===== config.mk =====
export PLATFORM = sky130hd
export DESIGN_NAME = tile_asset_header_validator
export DESIGN_NICKNAME = d
export VERILOG_FILES = /design/src/rtl/core/tahv_pkg.sv /design/src/rtl/core/tahv_ctrl.sv /design/src/rtl/core/tahv_dp.sv /design/src/rtl/core/tile_asset_header_validator.sv
export SDC_FILE = /design/constraint.sdc
export NUM_CORES = 2
export LEC_CHECK = 0
export BUFFER_PORTS_ARGS = -buffer_cell sky130_fd_sc_hd__buf_2
export CAP_MARGIN = 10
export CORE_UTILIZATION = 50
export DETAILED_ROUTE_END_ITERATION = 7
export PLACE_DENSITY = 0.64
export SETUP_SLACK_MARGIN = 0.1
export SYNTH_ARGS = -nofsm -noshare
export SYNTH_HDL_FRONTEND = slang
export SYNTH_SLANG_ARGS = --single-unit

===== constraint.sdc =====
create_clock -name i_clk -period 6.21 [get_ports i_clk]
set_input_delay 0.621 -clock i_clk [delete_from_list [all_inputs] [get_ports i_clk]]
set_output_delay 0.621 -clock i_clk [all_outputs]
set_load 0.01 [all_outputs]

===== src/rtl/core/tahv_pkg.sv =====
// ============================================================================
// Tile asset header validator package
// Shared constants, controller/datapath interface types and helpers.
// ============================================================================
package tahv_pkg;

    localparam int HDR_BYTES = 32;
    localparam int HDR_IDX_W = $clog2(HDR_BYTES);

    localparam logic [7:0]  MAGIC_0       = 8'h50;
    localparam logic [7:0]  MAGIC_1       = 8'h54;
    localparam logic [7:0]  MAGIC_2       = 8'h42;
    localparam logic [7:0]  MAGIC_3       = 8'h47;
    localparam logic [15:0] FMT_VERSION   = 16'd1;
    localparam logic [7:0]  MAX_PATTERNS  = 8'd128;
    localparam logic [7:0]  MIN_TILE_DIM  = 8'd8;
    localparam logic [33:0] ALIGN_SLACK   = 34'd3;

    localparam int OUT_DATA_W = 96;

    typedef struct packed {
        logic accept;
        logic check;
        logic calc1;
        logic calc2;
        logic verd;
        logic load;
    } t_dp_cmd;

    typedef struct packed {
        logic hdr_last;
    } t_dp_status;

    function automatic logic tile_dim_ok(input logic [7:0] v);
        tile_dim_ok = (v >= MIN_TILE_DIM) && ((v & (v - 8'd1)) == 8'd0);
    endfunction

endpackage


===== src/rtl/core/tahv_ctrl.sv =====
// ============================================================================
// Tile asset header validator controller
// Sequences header capture, table bound setup, body checking and verdict.
// ============================================================================
module tahv_ctrl
    import tahv_pkg::*;
(
    input  logic       i_clk,
    input  logic       i_rst_n,
    input  logic       i_s_tvalid,
    input  logic       i_s_tlast,
    output logic       o_s_tready,
    input  logic       i_m_tready,
    output logic       o_m_tvalid,
    input  t_dp_status i_status,
    output t_dp_cmd    o_cmd
);

    typedef enum logic [5:0] {
        S_HDR   = 6'b000001,
        S_CALC1 = 6'b000010,
        S_CALC2 = 6'b000100,
        S_BODY  = 6'b001000,
        S_VERD  = 6'b010000,
        S_EMIT  = 6'b100000
    } t_state;

    t_state r_state, n_state;
    logic   r_final, n_final;
    logic   r_out_valid, n_out_valid;
    logic   w_accept;
    logic   w_load;

    assign o_s_tready = (r_state == S_HDR) || (r_state == S_BODY);
    assign w_accept   = i_s_tvalid && o_s_tready;
    assign w_load     = (r_state == S_EMIT) && (!r_out_valid || i_m_tready);
    assign o_m_tvalid = r_out_valid;

    always_comb begin
        o_cmd        = '0;
        o_cmd.accept = w_accept;
        o_cmd.check  = w_accept && (r_state == S_BODY);
        o_cmd.calc1  = (r_state == S_CALC1);
        o_cmd.calc2  = (r_state == S_CALC2);
        o_cmd.verd   = (r_state == S_VERD);
        o_cmd.load   = w_load;
    end

    always_comb begin
        n_state     = r_state;
        n_final     = r_final;
        n_out_valid = r_out_valid;
        if (r_out_valid && i_m_tready) begin
            n_out_valid = 1'b0;
        end
        case (r_state)
            S_HDR: begin
                if (w_accept) begin
                    n_final = i_s_tlast;
                    if (i_s_tlast || i_status.hdr_last) begin
                        n_state = S_CALC1;
                    end
                end
            end
            S_CALC1: n_state = S_CALC2;
            S_CALC2: n_state = r_final ? S_VERD : S_BODY;
            S_BODY: begin
                if (w_accept && i_s_tlast) begin
                    n_state = S_VERD;
                end
            end
            S_VERD: n_state = S_EMIT;
            S_EMIT: begin
                if (w_load) begin
                    n_out_valid = 1'b1;
                    n_final     = 1'b0;
                    n_state     = S_HDR;
                end
            end
            default: n_state = S_HDR;
        endcase
    end

    always_ff @(posedge i_clk) begin
        if (!i_rst_n) begin
            r_state     <= S_HDR;
            r_final     <= 1'b0;
            r_out_valid <= 1'b0;
        end else begin
            r_state     <= n_state;
            r_final     <= n_final;
            r_out_valid <= n_out_valid;
        end
    end

endmodule


===== src/rtl/core/tahv_dp.sv =====
// ============================================================================
// Tile asset header validator datapath
// Header registers, byte counter, mapping entry check and verdict logic.
// ============================================================================
module tahv_dp
    import tahv_pkg::*;
(
    input  logic                  i_clk,
    input  logic                  i_rst_n,
    input  logic                  i_cfg_we,
    input  logic [31:0]           i_cfg_wdata,
    input  logic [7:0]            i_byte,
    input  t_dp_cmd               i_cmd,
    output t_dp_status            o_status,
    output logic                  o_pack_valid,
    output logic [OUT_DATA_W-1:0] o_data
);

    logic [31:0] r_cfg;
    logic [31:0] r_cnt, n_cnt;
    logic        r_fault, n_fault;
    logic [7:0]  r_hdr [HDR_BYTES];

    logic [15:0] r_tv, r_bm, r_pix;
    logic [32:0] r_tend;
    logic [23:0] r_pbytes;
    logic        r_ok1;

    logic                  r_pack_valid;
    logic [OUT_DATA_W-1:0] r_data;

    logic [31:0] w_mo, w_po, w_ps;
    logic [15:0] w_ver, w_hsize;
    logic [16:0] w_ms;
    logic        w_hdr_ok, w_map_ok, w_pat_ok, w_ok;

    assign w_ver   = {r_hdr[5], r_hdr[4]};
    assign w_hsize = {r_hdr[7], r_hdr[6]};
    assign w_mo    = {r_hdr[19], r_hdr[18], r_hdr[17], r_hdr[16]};
    assign w_po    = {r_hdr[23], r_hdr[22], r_hdr[21], r_hdr[20]};
    assign w_ps    = {r_hdr[27], r_hdr[26], r_hdr[25], r_hdr[24]};
    assign w_ms    = 17'(r_tv) + 17'(r_bm) + 17'(r_hdr[15]);

    assign o_status.hdr_last = (r_cnt == 32'(HDR_BYTES - 1));

    always_comb begin
        n_cnt   = r_cnt;
        n_fault = r_fault;
        if (i_cmd.accept && (r_cnt != '1)) begin
            n_cnt = r_cnt + 32'd1;
        end
        if (i_cmd.check && (r_cnt >= w_mo) && ({1'b0, r_cnt} < r_tend)
                && (i_byte >= r_hdr[10])) begin
            n_fault = 1'b1;
        end
        if (i_cmd.load) begin
            n_cnt   = '0;
            n_fault = 1'b0;
        end
    end

    always_ff @(posedge i_clk) begin
        if (!i_rst_n) begin
            r_cfg   <= '0;
            r_cnt   <= '0;
            r_fault <= 1'b0;
        end else begin
            if (i_cfg_we) begin
                r_cfg <= i_cfg_wdata;
            end
            r_cnt   <= n_cnt;
            r_fault <= n_fault;
        end
    end

    always_ff @(posedge i_clk) begin
        if (i_cmd.accept && (r_cnt < 32'(HDR_BYTES))) begin
            r_hdr[r_cnt[HDR_IDX_W-1:0]] <= i_byte;
        end
    end

    always_ff @(posedge i_clk) begin
        if (i_cmd.calc1) begin
            r_tv  <= 16'(r_hdr[11]) * 16'(r_hdr[12]);
            r_bm  <= 16'(r_hdr[13]) * 16'(r_hdr[14]);
            r_pix <= 16'(r_hdr[8]) * 16'(r_hdr[9]);
        end
        if (i_cmd.calc2) begin
            r_tend <= 33'(w_mo) + 33'(w_ms);
        end
        if (i_cmd.verd) begin
            r_pbytes <= 24'(r_hdr[10]) * 24'(r_pix);
            r_ok1    <= w_hdr_ok && w_map_ok && w_pat_ok && (w_ps <= r_cfg) && !r_fault;
        end
        if (i_cmd.load) begin
            r_pack_valid <= w_ok;
            r_data       <= w_ok ? {w_mo, r_hdr[15], r_hdr[14], r_hdr[13], r_hdr[12],
                                    r_hdr[11], r_hdr[10], r_hdr[9], r_hdr[8]} : '0;
        end
    end

    always_comb begin
        w_hdr_ok = (r_cnt >= 32'(HDR_BYTES))
            && (r_hdr[0] == MAGIC_0) && (r_hdr[1] == MAGIC_1)
            && (r_hdr[2] == MAGIC_2) && (r_hdr[3] == MAGIC_3)
            && (w_ver == FMT_VERSION) && (w_hsize == 16'(HDR_BYTES))
            && tile_dim_ok(r_hdr[8]) && tile_dim_ok(r_hdr[9])
            && (r_hdr[10] != 8'd0) && (r_hdr[10] <= MAX_PATTERNS)
            && (r_hdr[11] != 8'd0) && (r_hdr[12] != 8'd0)
            && (r_hdr[13] != 8'd0) && (r_hdr[14] != 8'd0);
        w_map_ok = (w_mo >= 32'(HDR_BYTES)) && (w_mo <= r_cnt)
            && (r_tend <= {1'b0, r_cnt});
        w_pat_ok = ({1'b0, w_po} >= r_tend) && (w_po <= r_cnt)
            && ({2'b00, w_po} <= (34'(r_tend) + ALIGN_SLACK))
            && (w_po[1:0] == 2'b00);
        w_ok     = r_ok1 && (w_ps == 32'(r_pbytes));
    end

    assign o_pack_valid = r_pack_valid;
    assign o_data       = r_data;

endmodule


===== src/rtl/core/tile_asset_header_validator.sv =====
// ============================================================================
// Tile asset header validator
// Checks the metadata of a tile-background asset pack and reports a verdict.
// ============================================================================
// Metadata bytes enter on the slave stream, one word per byte, with tlast on
// the final byte. The first 32 bytes form the header; later bytes inside the
// declared mapping table are checked against the pattern count.
// Bytes are taken at one per cycle, except that o_s_tready drops after the
// 32nd byte while the CALC1 and CALC2 states compute the mapping table bounds.
// After the final byte the controller passes through the VERD state for the
// verdict and the EMIT state, which loads the output register once it is
// free (CALC1 and CALC2 come first when the pack ends within the header),
// and no byte is taken during that time.
// The result word holds the decoded header fields, or zeros when any check
// fails, with the pass flag in tuser. It waits in the output register until
// taken; a new pack may stream in meanwhile, and its own result waits until
// the register frees. The user must write the pattern size limit through
// i_cfg_we only while the block is idle; this is not enforced. Reset clears
// the byte count, the fault flag, the limit register and the output valid.
// ============================================================================
module tile_asset_header_validator
    import tahv_pkg::*;
(
    input  logic                  i_clk,
    input  logic                  i_rst_n,
    input  logic                  i_cfg_we,
    input  logic [31:0]           i_cfg_wdata,
    input  logic                  i_s_tvalid,
    output logic                  o_s_tready,
    input  logic [7:0]            i_s_tdata,   // meta_byte[7:0]
    input  logic                  i_s_tlast,
    output logic                  o_m_tvalid,
    input  logic                  i_m_tready,
    // tile_width[7:0], tile_height[15:8], pattern_count[23:16],
    // terrain_count[31:24], variants_per_terrain[39:32], boundary_count[47:40],
    // masks_per_boundary[55:48], object_count[63:56], table_offset[95:64]
    output logic [OUT_DATA_W-1:0] o_m_tdata,
    output logic                  o_m_tuser    // pack_valid
);

    t_dp_cmd    w_cmd;
    t_dp_status w_status;

    tahv_ctrl u_ctrl (
        .i_clk      (i_clk),
        .i_rst_n    (i_rst_n),
        .i_s_tvalid (i_s_tvalid),
        .i_s_tlast  (i_s_tlast),
        .o_s_tready (o_s_tready),
        .i_m_tready (i_m_tready),
        .o_m_tvalid (o_m_tvalid),
        .i_status   (w_status),
        .o_cmd      (w_cmd)
    );

    tahv_dp u_dp (
        .i_clk        (i_clk),
        .i_rst_n      (i_rst_n),
        .i_cfg_we     (i_cfg_we),
        .i_cfg_wdata  (i_cfg_wdata),
        .i_byte       (i_s_tdata),
        .i_cmd        (w_cmd),
        .o_status     (w_status),
        .o_pack_valid (o_m_tuser),
        .o_data       (o_m_tdata)
    );

endmodule


### Word level (Yosys, flattened, before mapping)

Memories as Yosys holds them, arrays and structs flattened.
Cells that the tools add are included.

| word-level totals | value |
|---|---|
| register bits | 276 |
| latch bits | 0 |
| bits in writable memories | 256 |
| memory bits (read-only) | 0 |
| output and inout bits | 99 |
| logic and storage cells | 130 |
| memories kept | 1 |

Memory list:

| name | words | width | read ports | clocked after Yosys merged registers in | wr ports | line | RTL |
|---|---|---|---|---|---|---|---|
| u_dp.r_hdr | 32 | 8 | 28 | 0 | 1 | tahv_dp.sv:22 | `logic [7:0] r_hdr [HDR_BYTES];` |

| operators by class | value |
|---|---|
| add/sub/neg operators | 7 |
| multipliers | 4 |
| div/mod/pow operators | 0 |
| $lt $le $gt $ge | 15 |
| equal/unequal tests | 19 |
| shifts and indexed selects | 0 |
| muxes and demuxes | 14 |
| bitwise logic cells | 3 |
| reduce and logical (&&, ||, !) cells | 53 |

Operators by type and width:

| operator | number |
|---|---|
| less-or-equal comparator 32 bit | 3 |
| greater-or-equal comparator 32 x 6 -> 1 bit (second input constant) | 2 |
| multiplier 8 x 8 -> 16 bit | 3 |
| nonzero test 8 bit | 5 |
| logical AND 1 bit | 36 |
| case mux 6 bit (6 select lines) | 1 |
| adder 33 x 2 -> 34 bit (second input constant) | 1 |
| less-or-equal comparator 32 x 34 -> 1 bit | 1 |
| adder 32 x 17 -> 33 bit | 1 |
| greater-or-equal comparator 32 x 33 -> 1 bit | 1 |
| less-or-equal comparator 33 x 32 -> 1 bit | 1 |
| < comparator 32 x 33 -> 1 bit | 1 |
| adder 32 x 1 -> 32 bit (second input constant) | 1 |
| == test 32 x 24 -> 1 bit | 1 |
| == test 32 x 5 -> 1 bit (second input constant) | 1 |
| == test 8 x 7 -> 1 bit (second input constant) | 4 |
| greater-or-equal comparator 32 bit | 1 |
| < comparator 32 x 6 -> 1 bit (second input constant) | 1 |
| inequality test 32 bit (second input constant) | 1 |
| multiplier 8 x 16 -> 24 bit | 1 |
| two-way mux 6 bit | 4 |
| adder 16 x 16 -> 17 bit | 1 |
| adder 17 x 8 -> 17 bit | 1 |
| AND 8 bit | 2 |
| other kinds (26) | 40 |

### Logic depth before layout (Yosys ltp)

An unclocked memory read counts as a cell.

| logic depth | value |
|---|---|
| depth after elaboration | 20 |
| depth in mapped cells | 19 |

### Modules after synthesis

From an unflattened synthesis, not the netlist that was laid out.

| second synthesis, totals | value |
|---|---|
| cells, all modules | 3,130 |
| area total of the unflattened synthesis | 34,634.5 µm² |

By module, submodules not included:

| module | times used | cells an instance | area each (µm²) |
|---|---|---|---|
| tahv_dp | 1 | 3,074 | 34,141.5 |
| tahv_ctrl | 1 | 56 | 493.0 |

### Worst setup path after synthesis

OpenSTA, ideal clock, no wires.

| path | value |
|---|---|
| path kind | register to register |
| from | memory u_dp.r_hdr[10][7] |
| to | register u_dp.r_pbytes[21] (data pin) |
| library setup time | 0.266 ns |
| arrival | 4.856 ns |
| path slack | 1.088 ns |
| stages on the path, launching flop included | 17 |
| buffers on the path | 2 |
| cells stage by stage | edfxtp_1 clkbuf_1 clkbuf_1 nand2_1 fa_1 inv_1 fa_1 fa_1 fa_1 ha_1 or4_1 o22ai_2 o21ai_1 o41ai_1 o21ai_1 o41ai_1 xnor2_1 |

RTL lines:

| element | line | RTL |
|---|---|---|
| start, declared | tahv_dp.sv:22 |  |
| end signal, assigned | tahv_dp.sv:92 | `r_pbytes <= 24'(r_hdr[10]) * 24'(r_pix);` |
| end, declared | tahv_dp.sv:26 | `logic [23:0] r_pbytes;` |

==> summary.md <==
| Metric | Value |
|---|---|
| Outcome | complete, no violations |
| Syn Area/Cell | 11.2 um2 |
| Netlist cell types | 80 |
| Synth area leader | edfxtp_1 |
| TNS Setup | 0 ns |
| Routed length per instance | 20.8 um |
| Post-Syn Instances | 3,103 |
| Clk sinks | 500 |
| Tot Pwr | 9.34 mW |
| Slew headroom | 0.234 |
| Hold_buf cts | 0 |
| DP HPWL | 64.9 mm |
| Die Y | 265 um |
| M1 WL | 40.0 mm |
| Inst Count DP | 4,124 |
| WL met2 | 40.9 mm |
| Fin. max-slew vios | 0 |
| Mapped cell area | 34,700 um2 |
| Hold endpoint | u_dp.r_cfg[19]$_SDFFE_PN0P_ |
| # port buffers | 144 |
| Critical Path AT | 6.02 ns |
| PD cells | 243 nW/um2 |
| Lkg Pwr | 15.7 nW |
| Post-CTS Repair Setup Buffers | 0 |
| Starting density of the core | 0.505 |
| Vias/cell | 5.56 |
| Layout cell share with drive strength beyond 1 | 0.0887 |
| Asr flop ratio synth | 0 |
| CTS tree | yes |
| Highest clock rate | 177 MHz |
| Core Box Area | 68,600 um2 |
| Crit Path Max Fanout | 19 |
| Placement Rows | 96 |
| CP Buf/Inv Count | 1 |
| Layout area overhead | 10.6% |
| Primary FF master, synth | edfxtp_1 |
| Remaining DRCs | 0 |
| Final Skew | 0.0295 ns |
| CTS root buffer | clkbuf_16 |
| Io pins | 145 |
| Delay-heaviest family, CP | adder cells |
| Final std cells w/o fill | 4,224 |
| Global-route wire length before repair | 137 mm |
| Unrepaired setup endpoints after global routing | false |
| Routed via count | 23,506 |
| Top layer used by detailed routing | met4 |
| Worst r2r dst | u_dp.r_pbytes[21]$_DFFE_PP_ |
| TritonCTS Buffers | 55 |
| Worst hold slack | 0.270 ns |
| Fin. Hold Viols | 0 |
| Origin of the critical flop-to-flop path | u_dp.r_hdr[10][7]$_DFFE_PP_ |
| HP Start | i_cfg_wdata[19] |
| Critical Path, Cell by Cell | nand2_1 -> fa_1 -> inv_1 -> fa_1 -> fa_1 -> fa_1 -> ha_1 -> or4_1 -> o22ai_2 -> o21ai_1 -> o41ai_1 -> o21ai_1 -> o41ai_1 -> xnor2_1 |
| Min Clock Period, post-route | 5.66 ns |
| Initial drt markers | 1,551 |
| R2r setup slk | 0.55 ns |
| Grt ovf | 0 |
| Later-pin clock latency in the skew report | 0.64 ns |
| H-tree levels | 2 |
| Max-Cap Viols | 0 |
| Fillers | 5,879 |
| Sequential-to-total area share from yosys stat | 0.412 |
| R2R depth | 14 |
| Worst Hold Class | in -> reg |
| Die Width | 265 um |
| Worst-margin pin slew | 1.15 ns |
| Fin crit share | 0.912 |
| Top cells by area, synth | edfxtp_1, ha_1, fa_1 |
| Post-synth EDFFs | 427 |
| WP data required | 6.56 ns |
| Crit. End Element | flip-flop |
| DR pass1 iterations | 7 |
| Routed wl met3 | 4.72 mm |
| Maximum vdd ir drop | 0.220 mV |
| Most frequent CP cell | fa_1 |
| Routability congestion estimate | 0.936 |
| CP Class | reg -> reg |
| N_diodes | 0 |
| Worst-path clk slew | 0.06 ns |
| Worst Hold Depth | 3 |
| Final setup fails | 0 |
| Nets | 3,896 |
| Largest net degree at the start of global routing | 87 |
| Synth top area share | 0.370 |
| Post-CTS sizing | 0 |
| Post-Route WL | 87.9 mm |
| CP peak stage delay | 0.80 ns |
| GR Util All Layers | 0.252 |
| Antenna violations before repair | 3 |
| Total die area | 70,400 um2 |
| Yosys reg bits | 500 |
| Clock Path Buffers | 3 |
| Slowest cell on crit path | edfxtp_1 |
| Post-DRT Antenna Nets | 0 |
| Syn Nets | 3,748 |
| Vias in the first global route | 24,096 |
| Syn. warnings | 0 |
| Critical Path Source Type | flip-flop |
-- through the flow --
step | instance area, um2 | util | setup WS, ns
3_3_place_gp | 36400 | 0.531 | 0.771
6_report | 38400 | 0.559 | 0.547
4_1_cts | 38300 | 0.559 | 0.590
2_1_floorplan | 34700 | - | 1.09
3_5_place_dp | 36400 | 0.531 | 0.625
5_1_grt | 38400 | 0.559 | 0.320
-- worst max path at each step --
stage,startpoint,to,slack [ns],cells after the start
finish,u_dp.r_hdr[10][7]$_DFFE_PP_,u_dp.r_pbytes[21]$_DFFE_PP_,0.55,14
global route,u_dp.r_hdr[10][7]$_DFFE_PP_,u_dp.r_pbytes[21]$_DFFE_PP_,0.32,14
CTS,u_dp.r_hdr[10][7]$_DFFE_PP_,u_dp.r_pbytes[21]$_DFFE_PP_,0.59,14
detailed placement,u_dp.r_hdr[10][7]$_DFFE_PP_,u_dp.r_pbytes[21]$_DFFE_PP_,0.63,14
global placement,u_dp.r_hdr[10][7]$_DFFE_PP_,u_dp.r_pbytes[21]$_DFFE_PP_,0.77,14
floorplan,u_dp.r_hdr[10][7]$_DFFE_PP_,u_dp.r_pbytes[21]$_DFFE_PP_,1.09,16
-- final cells by class --
| type | count | area (um2) | area share |
|---|---|---|---|
| clock buffers | 67 | 1460 | 0.0381 |
| multi-input cells | 2169 | 18800 | 0.490 |
| repair buffers | 161 | 846 | 0.0221 |
| inverters | 364 | 1370 | 0.0357 |
| flip-flops and latches | 500 | 14300 | 0.372 |
| clock inverters | 32 | 447 | 0.0116 |
| well taps | 931 | 1160 | 0.0304 |
-- flip-flops by register name (all words and copies together), names as in the netlist, 6 cells and up --
signal and count:
u_dp.r_pbytes 24, u_dp.o_data 96, u_dp.r_hdr 224, u_dp.r_cnt 32, u_dp.r_tv 16, u_dp.r_tend 33
u_dp.r_cfg 32, u_dp.r_pix 16, u_ctrl.r_state 6, u_dp.r_bm 16
-- logic make-up (layout without fill, tap and decap cells) --
| family | after synthesis | in the layout | share of synthesized area |
|---|---|---|---|
| flip-flops | 500 | 500 | 0.412 |
| multiplexers | 34 | 34 | 0.00982 |
| adder cells (fa/ha/maj) | 599 | 599 | 0.260 |
| AO/OA/AOI/OAI | 374 | 374 | 0.0724 |
| XOR/XNOR | 178 | 178 | 0.0450 |
| buffers and inverters | 434 | 624 | 0.0470 |
| AND/OR/NAND/NOR | 984 | 984 | 0.154 |
-- layer usage --
| metal | up-vias | track usage |
|---|---|---|
| li1 | 11038 | - |
| met1 | 11672 | 0.352 |
| met2 | 667 | 0.412 |
| met4 | 0 | 0.0728 |
| met3 | 129 | 0.0340 |
| met5 | - | 0 |
-- power by group --
part / switching [mW] / total (mW) / internal [mW]
registers: 0.0714 / 3.89 / 3.82
logic: 1.15 / 1.99 / 0.840
clock network: 1.40 / 3.45 / 2.05
total: 2.62 / 9.34 / 6.71
-- layout by cell type (no fill, tap or decap), types with 6 or more instances in the layout --
cell       instances
edfxtp_1         427
ha_1             397
inv_1            360
and2_1           280
nand2_1          205
fa_1             202
nor2_1           147
xnor2_1          145
buf_2            144
a21oi_1          101
a21o_1            91
dfxtp_1           73
nand4_1           66
nor2b_1           60
clkbuf_16         55
o21ai_0           54
nor4_1            47
nand3_1           39
nor3_1            38
mux2i_1           34
xor2_1            33
o21a_1            18
o211ai_1          18
nand2b_1          16
and3_1            16
buf_4             16
a31oi_1           11
or2_2             11
or3_1              9
and4_1             9
bufinv_16          9
o21bai_1           8
a21boi_0           8
clkinv_2           8
clkbuf_1           8
or4_1              7
a211oi_1           6
-- synth_stat cells, drive strengths merged (5+ instances only) --
cell type,count
and2,280
nand2,206
or2,11
nand2b,17
xor2,33
o21ai,56
ha,397
nor3,42
nor2b,60
dfxtp,73
nand3,39
xnor2,145
mux2i,34
o21a,18
a21oi,102
nand4,68
a21o,91
a31oi,11
or3,9
fa,202
and4,9
a21boi,8
o22ai,5
inv,364
nor4,50
o2111ai,5
clkbuf,67
o21bai,8
or4,9
a211oi,7
nor4b,5
o211ai,18
o41ai,5
and3,17
nor2,149
edfxtp,427
-- tightest hold or removal path, cell delays in order --
cell     delay [ns]
buf_2          0.08
mux2i_1        0.06
nor2b_1        0.09
(Power assumes the default switching activity.)
